$ cat config.mk
export PLATFORM = sky130hd
export DESIGN_NAME = signed_binary_to_decimal_ascii_unit
export DESIGN_NICKNAME = d
export VERILOG_FILES = /design/src/hdl/sbda_pkg.sv /design/src/hdl/sbda_front.sv /design/src/hdl/sbda_back.sv /design/src/hdl/signed_binary_to_decimal_ascii_unit.sv
export SDC_FILE = /design/constraint.sdc
export NUM_CORES = 1
export LEC_CHECK = 0
export BUFFER_PORTS_ARGS = -buffer_cell sky130_fd_sc_hd__buf_4
export CORE_MARGIN = 8
export CORE_UTILIZATION = 50
export CTS_BUF_LIST = sky130_fd_sc_hd__clkbuf_8
export CTS_CLUSTER_SIZE = 16
export DETAILED_ROUTE_END_ITERATION = 8
export PLACE_DENSITY = 0.7
export SLEW_MARGIN = 20
export SYNTH_ARGS = -nofsm -noshare
export SYNTH_HDL_FRONTEND = slang
export SYNTH_SLANG_ARGS = --single-unit
export TNS_END_PERCENT = 5
$ cat constraint.sdc
create_clock -name clk -period 2.5 [get_ports clk]
set_clock_uncertainty 0.15 [all_clocks]
set_input_delay 0.5 -clock clk [delete_from_list [all_inputs] [get_ports clk]]
set_output_delay 0.5 -clock clk [all_outputs]
set_load 0.05 [all_outputs]
$ cat src/hdl/sbda_pkg.sv
package sbda_pkg;

	// Default input width
	localparam int VALUE_BITS_DEF = 32;

	// ASCII codes
	localparam logic [7:0] CHAR_ZERO  = 8'd48;
	localparam logic [7:0] CHAR_MINUS = 8'd45;

	// BCD digits needed for the largest magnitude, 2^(bits-1).
	// The constant sits slightly above log10(2), so the count never falls short.
	function automatic int num_digits(input int bits);
		return ((bits - 1) * 30103) / 100000 + 1;
	endfunction

endpackage

$ cat src/hdl/sbda_front.sv
module sbda_front #(
	parameter int VALUE_BITS = sbda_pkg::VALUE_BITS_DEF
) (
	input  logic                  clk,
	input  logic                  arst_n,
	input  logic                  s_tvalid,
	output logic                  s_tready,
	input  logic [VALUE_BITS-1:0] value,
	output logic                  q_valid,
	input  logic                  q_ready,
	output logic                  q_neg,
	output logic [VALUE_BITS-1:0] q_mag
);
	import sbda_pkg::*;

	logic                  neg_q [2];
	logic [VALUE_BITS-1:0] mag_q [2];
	logic                  wr_ptr_q;
	logic                  rd_ptr_q;
	logic [1:0]            count_q;
	logic                  push;
	logic                  pop;
	logic                  neg_in;
	logic [VALUE_BITS-1:0] mag_in;

	// Classify sign and form the unsigned magnitude
	assign neg_in = value[VALUE_BITS-1];
	assign mag_in = neg_in ? (~value + VALUE_BITS'(1)) : value;

	assign s_tready = (count_q != 2'd2);
	assign push     = s_tvalid && s_tready;
	assign q_valid  = (count_q != 2'd0);
	assign pop      = q_valid && q_ready;
	assign q_neg    = neg_q[rd_ptr_q];
	assign q_mag    = mag_q[rd_ptr_q];

	// Store requests in the two-entry queue
	always_ff @(posedge clk) begin
		if (push) begin
			neg_q[wr_ptr_q] <= neg_in;
			mag_q[wr_ptr_q] <= mag_in;
		end
	end

	// Advance pointers and fill count
	always_ff @(posedge clk or negedge arst_n) begin
		if (!arst_n) begin
			wr_ptr_q <= 1'b0;
			rd_ptr_q <= 1'b0;
			count_q  <= 2'd0;
		end else begin
			if (push) wr_ptr_q <= ~wr_ptr_q;
			if (pop)  rd_ptr_q <= ~rd_ptr_q;
			if (push && !pop)      count_q <= count_q + 2'd1;
			else if (!push && pop) count_q <= count_q - 2'd1;
		end
	end

endmodule

$ cat src/hdl/sbda_back.sv
module sbda_back #(
	parameter int VALUE_BITS = sbda_pkg::VALUE_BITS_DEF
) (
	input  logic                  clk,
	input  logic                  arst_n,
	input  logic                  q_valid,
	output logic                  q_ready,
	input  logic                  q_neg,
	input  logic [VALUE_BITS-1:0] q_mag,
	output logic                  m_tvalid,
	input  logic                  m_tready,
	output logic [7:0]            m_tdata,
	output logic                  m_tlast
);
	import sbda_pkg::*;

	localparam int ND     = num_digits(VALUE_BITS);
	localparam int BCD_W  = ND * 4;
	localparam int BIT_W  = $clog2(VALUE_BITS + 1);
	localparam int DIG_W  = $clog2(ND + 1);

	typedef enum logic [1:0] {
		ST_IDLE,
		ST_CONV,
		ST_SIGN,
		ST_DIGIT
	} state_t;

	state_t                state_q;
	logic [VALUE_BITS-1:0] bin_q;
	logic [BCD_W-1:0]      bcd_q;
	logic [BCD_W-1:0]      bcd_adj;
	logic [BIT_W-1:0]      bit_cnt_q;
	logic [DIG_W-1:0]      dig_cnt_q;
	logic                  neg_q;
	logic                  started_q;
	logic                  m_tvalid_q;
	logic [7:0]            m_tdata_q;
	logic                  m_tlast_q;
	logic                  out_free;
	logic [3:0]            top_dig;
	logic                  last_dig;
	logic                  skip_zero;
	logic                  emit_sign;
	logic                  emit_digit;

	assign q_ready  = (state_q == ST_IDLE);
	assign out_free = !m_tvalid_q || m_tready;
	assign top_dig  = bcd_q[BCD_W-1 -: 4];
	assign last_dig = (dig_cnt_q == DIG_W'(1));
	assign m_tvalid = m_tvalid_q;
	assign m_tdata  = m_tdata_q;
	assign m_tlast  = m_tlast_q;

	// Decide whether this cycle skips a leading zero or emits a character
	assign skip_zero  = (top_dig == 4'd0) && !started_q && !last_dig;
	assign emit_sign  = (state_q == ST_SIGN) && neg_q && out_free;
	assign emit_digit = (state_q == ST_DIGIT) && !skip_zero && out_free;

	// Add three to every BCD digit of five or more before the shift
	always_comb begin
		for (int i = 0; i < ND; i++) begin
			bcd_adj[i*4 +: 4] = (bcd_q[i*4 +: 4] >= 4'd5) ?
				(bcd_q[i*4 +: 4] + 4'd3) : bcd_q[i*4 +: 4];
		end
	end

	// Sequence conversion and character output
	always_ff @(posedge clk or negedge arst_n) begin
		if (!arst_n) begin
			state_q    <= ST_IDLE;
			bin_q      <= '0;
			bcd_q      <= '0;
			bit_cnt_q  <= '0;
			dig_cnt_q  <= '0;
			neg_q      <= 1'b0;
			started_q  <= 1'b0;
			m_tvalid_q <= 1'b0;
			m_tdata_q  <= '0;
			m_tlast_q  <= 1'b0;
		end else begin
			// load the output register, or drop the output once taken
			if (emit_sign) begin
				m_tvalid_q <= 1'b1;
				m_tdata_q  <= CHAR_MINUS;
				m_tlast_q  <= 1'b0;
			end else if (emit_digit) begin
				m_tvalid_q <= 1'b1;
				m_tdata_q  <= CHAR_ZERO + {4'd0, top_dig};
				m_tlast_q  <= last_dig;
			end else if (m_tready) begin
				m_tvalid_q <= 1'b0;
			end

			unique case (state_q)
				ST_IDLE: begin
					if (q_valid) begin
						bin_q     <= q_mag;
						neg_q     <= q_neg;
						bcd_q     <= '0;
						bit_cnt_q <= BIT_W'(VALUE_BITS);
						dig_cnt_q <= DIG_W'(ND);
						started_q <= 1'b0;
						state_q   <= ST_CONV;
					end
				end
				ST_CONV: begin
					bcd_q     <= {bcd_adj[BCD_W-2:0], bin_q[VALUE_BITS-1]};
					bin_q     <= bin_q << 1;
					bit_cnt_q <= bit_cnt_q - BIT_W'(1);
					if (bit_cnt_q == BIT_W'(1)) state_q <= ST_SIGN;
				end
				ST_SIGN: begin
					if (!neg_q || emit_sign) begin
						state_q <= ST_DIGIT;
					end
				end
				ST_DIGIT: begin
					if (skip_zero) begin
						// skip a leading zero
						bcd_q     <= bcd_q << 4;
						dig_cnt_q <= dig_cnt_q - DIG_W'(1);
					end else if (emit_digit) begin
						started_q  <= 1'b1;
						bcd_q      <= bcd_q << 4;
						dig_cnt_q  <= dig_cnt_q - DIG_W'(1);
						if (last_dig) state_q <= ST_IDLE;
					end
				end
				default: state_q <= ST_IDLE;
			endcase
		end
	end

endmodule

$ cat src/hdl/signed_binary_to_decimal_ascii_unit.sv
// Signed binary to decimal ASCII converter.
// Slave channel (s_*): one request per two's complement integer, taken on
// s_tvalid & s_tready. The value sits in the low VALUE_BITS of s_tdata.
// Master channel (m_*): one request per character, most significant first:
// an optional '-' and then the decimal digits without leading zeros; zero
// gives a single '0'. m_tlast marks the final character of each number.
// A two-entry queue sits behind the slave side, so up to two numbers are
// taken while an earlier one is still being converted or emitted.
// Per number: a load, shift-add-3 conversion of all VALUE_BITS input bits
// (one input bit per cycle), the sign step, then each BCD digit position
// in turn (ND = 10 at 32 bits), skipped leading zeros included. With the
// back end idle, the minus sign, if any, follows the conversion, and the
// first digit follows the sign step, delayed by each skipped leading zero.
// While m_tready is low the current character holds in the output register
// and the sign and digit steps stall; the queue keeps accepting until full.
// Reset (arst_n low) empties the queue and drops any conversion in flight.
module signed_binary_to_decimal_ascii_unit #(
	parameter int VALUE_BITS = sbda_pkg::VALUE_BITS_DEF
) (
	input  logic                                 clk,
	input  logic                                 arst_n,
	input  logic                                 s_tvalid,
	output logic                                 s_tready,
	// bits: value[VALUE_BITS-1:0], zero pad up to a whole byte
	input  logic [((VALUE_BITS + 7) / 8) * 8-1:0] s_tdata,
	output logic                                 m_tvalid,
	input  logic                                 m_tready,
	// bits: character[7:0]
	output logic [7:0]                           m_tdata,
	output logic                                 m_tlast
);
	import sbda_pkg::*;

	logic                  q_valid;
	logic                  q_ready;
	logic                  q_neg;
	logic [VALUE_BITS-1:0] q_mag;

	sbda_front #(.VALUE_BITS(VALUE_BITS)) u_front (
		.clk      (clk),
		.arst_n   (arst_n),
		.s_tvalid (s_tvalid),
		.s_tready (s_tready),
		.value    (s_tdata[VALUE_BITS-1:0]),
		.q_valid  (q_valid),
		.q_ready  (q_ready),
		.q_neg    (q_neg),
		.q_mag    (q_mag)
	);

	sbda_back #(.VALUE_BITS(VALUE_BITS)) u_back (
		.clk      (clk),
		.arst_n   (arst_n),
		.q_valid  (q_valid),
		.q_ready  (q_ready),
		.q_neg    (q_neg),
		.q_mag    (q_mag),
		.m_tvalid (m_tvalid),
		.m_tready (m_tready),
		.m_tdata  (m_tdata),
		.m_tlast  (m_tlast)
	);

endmodule
==> flow_summary.toml, run 1 <==
[clock_network]
cts_setup_buffers = 0
h-tree-depth = 4
cts.sinks = 164
clockBufferDepth = 2
cts_root_buf = "clkbuf_8"
cts_buffers = 17
clk_pin_slew_ns = 0.09
clk_latency_ns = 0.46
cts_tree = "built"

[setup_path]
crit_family = "compound AO/OA/AOI/OAI gates"
required_ns = 2.72
path_max_fanout = 18
crit_chain = "inv_1, ha_1, or4b_1, o21ai_2, buf_4, a21oi_1, a31oi_1"
critPathCaptureType = "flip-flop"
slowest_stage = "or4b_1"
path_class = "flip-flop to flip-flop"
crit_path_max_incr_delay_ns = 0.50
crit_buf_inv = 2
worstPathArrival_ns = 2.48
cp-start-kind = "flip-flop"

[grt]
use_met1_pct = 21.0
grt_util_met2_pct = 26.8
met3_usage_pct = 4.07
grt_pass1_vias = 6395
grt_first_pass_wirelength_mm = 29.8
grt_start_max_net_pins = 62
track_usage_pct = 16.3
antenna_found_initial = 0
top_usage_layer = "met2"
grt_overflow = 0

[floorplanning]
die_h_um = 148
core_um2 = 17200
fp-row-count = 48
start_util_pct = 50.9
die_x_um = 148
pin_count = 47
fp.dieArea_um2 = 22000

[timing]
worstMarginPinSlew_ns = 0.547
fin_crit_ns = 2.26
hold_violations = 0
setup_viol = 0
whs_ns = 0.109
max_freq_mhz = 442
rsz0062_at_grt = "false"
slew_headroom_pct = 63.4
finalCritPeriodShare_pct = 90.5
maxSlewViolCount = 0

[synthesis]
synth.area.mux_share_pct = 5.41
synth_cells = 868
synth_area_leaders = "dfrtp_1, edfxtp_1, ha_1, nand2_1, mux2i_1"
yosys.area_share.adder_pct = 4.58
syn_area_um2 = 8750
synth-seq-cells = 164
synthArstFlopShare_pct = 59.8
synth-main-ff-cell = "dfrtp_1"
syn_area_per_cell_um2 = 10.1
synth_top_area_share_pct = 28.0
yosysTopAreaCell = "dfrtp_1"
ys_warn_count = 0
yosysSeqAreaShare_pct = 50.7
synth_edf_count = 66
synthSimpleGateAreaFrac_pct = 13.1
synth_top_family_by_area = "compound AO/OA/AOI/OAI gates"
synth_compound_area_share_pct = 17.8
synthDistinctLibCells = 55
synthXorXnorAreaFrac_pct = 4.01

[drt]
drt_wl_total_mm = 17.5
routedWlPerCell_um = 15.1
ant_nets = 0
drc_errors = 0
viasPerCell = 5.65
dr.pass1.iters = 5
dr_total_vias = 6550
drt_iter0_drc = 320

[finish]
finalNonFillerCells = 1159
utilization_pct = 57.9
fin_nets = 989
final_common_cell = "nand2_1"
final_cell_mix = "nand2_1, dfrtp_1, buf_4"
antennaDiodeCount = 0
drive_gt1_share_pct = 15.1
fillers = 1484
syn_to_final_growth_pct = 13.7

[run_status]
status = "completed"

[placed_design]
placed_cells = 1126
port_buffers = 44
dp_hpwl_mm = 11.8
gp_congestion = 0.781

[worst_hold_path]
hp-class = "primary input to flip-flop"

[pwr]
pwr_density_cell_nw_per_um2 = 1240
peakVddDrop_v = 0.000721
cellLeakagePower_nw = 4.07

[flow_run]
maxCapViolCount = 0
==> state kept, by name, summed over array words and instances (netlist names) <==
| name | flops |
|---|---|
| u_front.neg_q | 2 |
| u_back.bin_q | 32 |
| u_back.neg_q | 1 |
| u_front.wr_ptr_q | 1 |
| u_front.count_q | 2 |
| u_back.bcd_q | 40 |
| u_front.mag_q | 64 |
| u_back.started_q | 1 |
| u_back.m_tdata | 6 |
| u_front.rd_ptr_q | 1 |
| u_back.m_tlast | 1 |
| u_back.bit_cnt_q | 6 |
| u_back.state_q | 2 |
| u_back.dig_cnt_q | 4 |
| u_back.m_tvalid | 1 |
==> synth_stat cells, types with 18 or more instances <==
cell and n:
o21ai_0 69, a21oi_1 70, xnor2_1 36, ha_1 32, dfrtp_1 98, a31oi_1 29, nand2_1 103, o211ai_1 18
mux2i_1 36, clkbuf_1 34, nor2_1 47, edfxtp_1 66, o31ai_1 19, inv_1 46
==> power by group <==
group | leakage [nW] | internal (W) | switching [W]
Combinational | 2.02 | 0.00230 | 0.00340
Sequential | 1.84 | 0.00387 | 0.000778
Clock | 0.204 | 0.000945 | 0.00105
Total | 4.07 | 0.00712 | 0.00522
==> through the flow <==
step	setup TNS, ns	power (W)	worst slack, ns	cell area (um2)
2_1_floorplan	0	0.00876	0.0568	8760
6_report	0	0.0123	0.238	9940
5_1_grt	0	0.0134	0.0805	9940
3_5_place_dp	-0.733	0.0104	-0.0996	9520
3_3_place_gp	-0.368	0.0102	-0.0564	9520
4_1_cts	0	0.0124	0.172	9940
==> cell families (layout without fill, tap and decap cells) <==
logic type / Yosys count / count (layout)
flops: 164 / 164
buf+inv: 96 / 161
compound gates: 249 / 249
simple gates: 240 / 240
fa+ha+maj: 32 / 32
mux: 46 / 46
xor+xnor: 40 / 40
other cells: 1 / 2
==> area by class of cell <==
cell class	instances	area, um2	share of cell area (%)
Timing Repair Buffer	83	676	6.79
Inverter	46	173	1.74
Clock buffer	18	248	2.49
Tap cell	225	282	2.83
Sequential cell	164	4440	44.6
Clock inverter	14	165	1.66
Multi-Input combinational cell	609	3970	39.9
==> worst paths after layout <==
check | start | endpoint | slack [ns] | cells after the start
setup / recovery | u_back.bcd_q[37]$_DFFE_PN0P_ | u_back.bcd_q[17]$_DFFE_PN0P_ | 0.24 | 7
hold / removal | s_tdata[0] | u_front.mag_q[1][0]$_DFFE_PP_ | 0.11 | 1
setup reg to reg | u_back.bcd_q[37]$_DFFE_PN0P_ | u_back.bcd_q[17]$_DFFE_PN0P_ | 0.24 | 7
hold reg to reg | u_back.m_tdata[5]$_DFFE_PN0P_ | u_back.m_tdata[5]$_DFFE_PN0P_ | 0.32 | 1
max in group asynchronous | arst_n | u_back.bcd_q[17]$_DFFE_PN0P_ | 1.24 | 3
min in group asynchronous | arst_n | u_back.bcd_q[36]$_DFFE_PN0P_ | 0.35 | 2
==> metal layers <==
metal / up-vias / share of wire (%)
li1: 3240 / -
met1: 3180 / 48
met2: 114 / 47
met3: 16 / 4.0
met4: 0 / 0.98
met5: - / 0
==> worst register-to-register path, stage by stage, from the launching register on <==
cell	delay (ns)
dfrtp_1	0.41
inv_1	0.13
ha_1	0.17
or4b_1	0.50
o21ai_2	0.26
buf_4	0.30
a21oi_1	0.11
a31oi_1	0.15
==> timing repair <==
| item | 4_1_cts | 5_1_grt |
|---|---|---|
| hold endpoints to repair | 26 | 0 |
| hold buffers | 1 | 0 |
| gates resized for setup | 0 | 1 |
| setup endpoints to repair | 0 | 2 |
No activity file was read; power rests on OpenSTA's default activity.
==> run 2, diff against run 1 <==
--- a/config.mk
+++ b/config.mk
@@ -6,14 +6,16 @@
 export NUM_CORES = 1
 export LEC_CHECK = 0
 export BUFFER_PORTS_ARGS = -buffer_cell sky130_fd_sc_hd__buf_4
+export CAP_MARGIN = 25
 export CORE_MARGIN = 8
-export CORE_UTILIZATION = 50
+export CORE_UTILIZATION = 55
 export CTS_BUF_LIST = sky130_fd_sc_hd__clkbuf_8
 export CTS_CLUSTER_SIZE = 16
 export DETAILED_ROUTE_END_ITERATION = 8
-export PLACE_DENSITY = 0.7
+export PLACE_DENSITY = 0.76
 export SLEW_MARGIN = 20
 export SYNTH_ARGS = -nofsm -noshare
 export SYNTH_HDL_FRONTEND = slang
+export SYNTH_HIERARCHICAL = 1
 export SYNTH_SLANG_ARGS = --single-unit
 export TNS_END_PERCENT = 5
==> run 2 against run 1 <==
  * Power down 52%
  * Critical endpoint is now u_back/bcd_q[19]$_DFFE_PN0P_
  * Sequential share of layout area down 0.59 points
  * Largest cell class unchanged
  * Maximum frequency fell by 2.9%
  * Via count decreased by 2.2%
  * Cell count is 4.5% lower
  * Hold slack improved by 0.0096 ns
==> flow_summary.toml, run 2 <==
[run_status]
status = "completed"

[finish]
fillers = 1269
fin_nets = 947
regMostFlops = "u_front/mag_q"
largest_reg_flops = 64
finalNonFillerCells = 1107
utilization_pct = 63.4
final_common_cell = "nand2_1"
top_regs = "u_front/mag_q: 64 flops, u_back/bcd_q: 40 flops, u_back/bin_q: 32 flops"
drive_gt1_share_pct = 21.0
antennaDiodeCount = 0
final_cell_mix = "nand2_1, dfrtp_1, buf_4"
syn_to_final_growth_pct = 12.9
final_area_um2 = 10100

[timing]
worstMarginPinSlew_ns = 0.574
max_freq_mhz = 429
fin_crit_ns = 2.33
setup_viol = 0
maxSlewViolCount = 0
hold_violations = 0
slew_headroom_pct = 61.7
finalCritPeriodShare_pct = 93.2
rsz0062_at_grt = "false"

[clock_network]
ctsResizeCount = 0
h-tree-depth = 4
cts_buffers = 17
cts_tree = "built"
clk_pin_slew_ns = 0.09
clockBufferDepth = 2
cts.sinks = 164
cts_root_buf = "clkbuf_8"
clk_latency_ns = 0.46

[synthesis]
yosysSeqAreaShare_pct = 49.7
synth_cells = 827
syn_area_per_cell_um2 = 10.8
synthArstFlopShare_pct = 59.8
synth-main-ff-cell = "dfrtp_1"
syn_area_um2 = 8920
synth_area_leaders = "dfrtp_1, edfxtp_1, mux2_2, ha_1, nand2_1"
synthDistinctLibCells = 59
yosysTopAreaCell = "dfrtp_1"
synth_edf_count = 66
synth.top_cells.by_count = "nand2_1, dfrtp_1, edfxtp_1"
synth.most_common_cell = "nand2_1"
synth-seq-cells = 164
synth_top_area_share_pct = 27.5
ys_warn_count = 6

[setup_path]
worstPathArrival_ns = 2.53
path_class = "flip-flop to flip-flop"
critPathCaptureType = "flip-flop"
cp-start-kind = "flip-flop"
required_ns = 2.70
path_max_fanout = 9

[drt]
drc_errors = 0
dr.pass1.iters = 5
drt_wl_total_mm = 18.4
viasPerCell = 5.79
ant_nets = 0
dr_total_vias = 6409
routedWlPerCell_um = 16.7
drt_iter0_drc = 405

[flow_run]
maxCapViolCount = 0

[floorplanning]
core_um2 = 15900
fp-row-count = 46
pin_count = 47
fp.dieArea_um2 = 20600
die_x_um = 143
die_h_um = 143
start_util_pct = 56.2

[pwr]
cellLeakagePower_nw = 4.27
peakVddDrop_v = 0.000432
pwr_density_cell_nw_per_um2 = 586

[placed_design]
port_buffers = 44
dp_hpwl_mm = 12.3
dpl_cell_area_um2 = 9640
placed_cells = 1074
gp_congestion = 0.792

[grt]
track_usage_pct = 19.0
grt_overflow = 0
grt_pass1_vias = 6462
grt_first_pass_wirelength_mm = 31.3
grt_start_max_net_pins = 64
antenna_found_initial = 0

[worst_hold_path]
hp-class = "primary input to flip-flop"
-- run 2: cell count changes after synthesis, sizes merged, moves of 9 or more --
cell and delta:
a211o -11, mux2 +44, o21ai -10, a21oi -25, inv -14, a31oi +10, clkbuf -9, nor2 -32
o211ai -17, nor4b +9
-- run 2: layer usage --
metal	up-vias	global-route usage (%)	routed length, um
li1	3103	-	-
met1	3178	23.9	8480
met2	110	32.0	9020
met3	18	4.48	720
met4	0	5.76	209
met5	-	0	0
-- run 2: power by group --
group          switching (W)  total [W]  internal (W)
Clock                0.00101    0.00204       0.00103
Sequential         0.0000791    0.00322       0.00314
Combinational       0.000400   0.000650      0.000250
Total                0.00149    0.00591       0.00442
-- run 2: area by class of cell --
cell class / count / area (um2) / share of cell area (%)
Sequential cell: 164 / 4430 / 44.0
Multi-Input combinational cell: 583 / 4190 / 41.6
Timing Repair Buffer: 80 / 641 / 6.36
Tap cell: 216 / 270 / 2.68
Clock buffer: 18 / 248 / 2.46
Clock inverter: 14 / 175 / 1.74
Inverter: 32 / 120 / 1.19
-- run 2: through the flow --
stage                     total power [W]  hold slack [ns]  setup slack, ns  setup TNS, ns
after floorplan                   0.00366           0.0544            0.154              0
after global placement            0.00390            0.300          -0.0537         -0.424
after detailed placement          0.00393            0.303          -0.0769         -0.647
after CTS                         0.00597           0.0844            0.166              0
after global routing              0.00615           0.0816           0.0562              0
final                             0.00591            0.119            0.170              0
-- run 2: final timing paths --
kind | startpoint | slack [ns] | end | cells after the start
setup / recovery | u_back/state_q[0]$_DFFE_PN0P_ | 0.17 | u_back/bcd_q[19]$_DFFE_PN0P_ | 7
hold / removal | s_tdata[0] | 0.12 | u_front/mag_q[0][0]$_DFFE_PP_ | 1
setup reg to reg | u_back/state_q[0]$_DFFE_PN0P_ | 0.17 | u_back/bcd_q[19]$_DFFE_PN0P_ | 7
hold reg to reg | u_back/m_tdata[5]$_DFFE_PN0P_ | 0.32 | u_back/m_tdata[5]$_DFFE_PN0P_ | 1
max in group asynchronous | arst_n | 1.26 | u_back/bin_q[27]$_DFFE_PN0P_ | 3
min in group asynchronous | arst_n | 0.36 | u_back/state_q[1]$_DFFE_PN0P_ | 2
-- run 2: cells by family after synthesis --
kind of cell / count (synthesis) / synth area share (%)
multiplexers: 89 / 10.7
flip-flops: 164 / 49.7
other: 1 / 0.0420
AO/OA/AOI/OAI: 198 / 14.5
adder cells (fa/ha/maj): 33 / 4.63
XOR/XNOR: 39 / 3.83
buffers and inverters: 81 / 3.86
AND/OR/NAND/NOR: 222 / 12.7
-- run 2: worst max-delay path, cell delays in order (launching register included) --
cell and delay [ns]:
dfrtp_1 0.44, inv_1 0.14, ha_1 0.23, nand2b_1 0.21, nand2b_1 0.22, buf_4 0.23
o31a_1 0.27, a311o_1 0.31
-- run 2: what timing repair did --
item | in CTS | in global routing
hold buffers | 1 | 0
hold endpoints to repair | 24 | 0
buffers inserted | 0 | 0
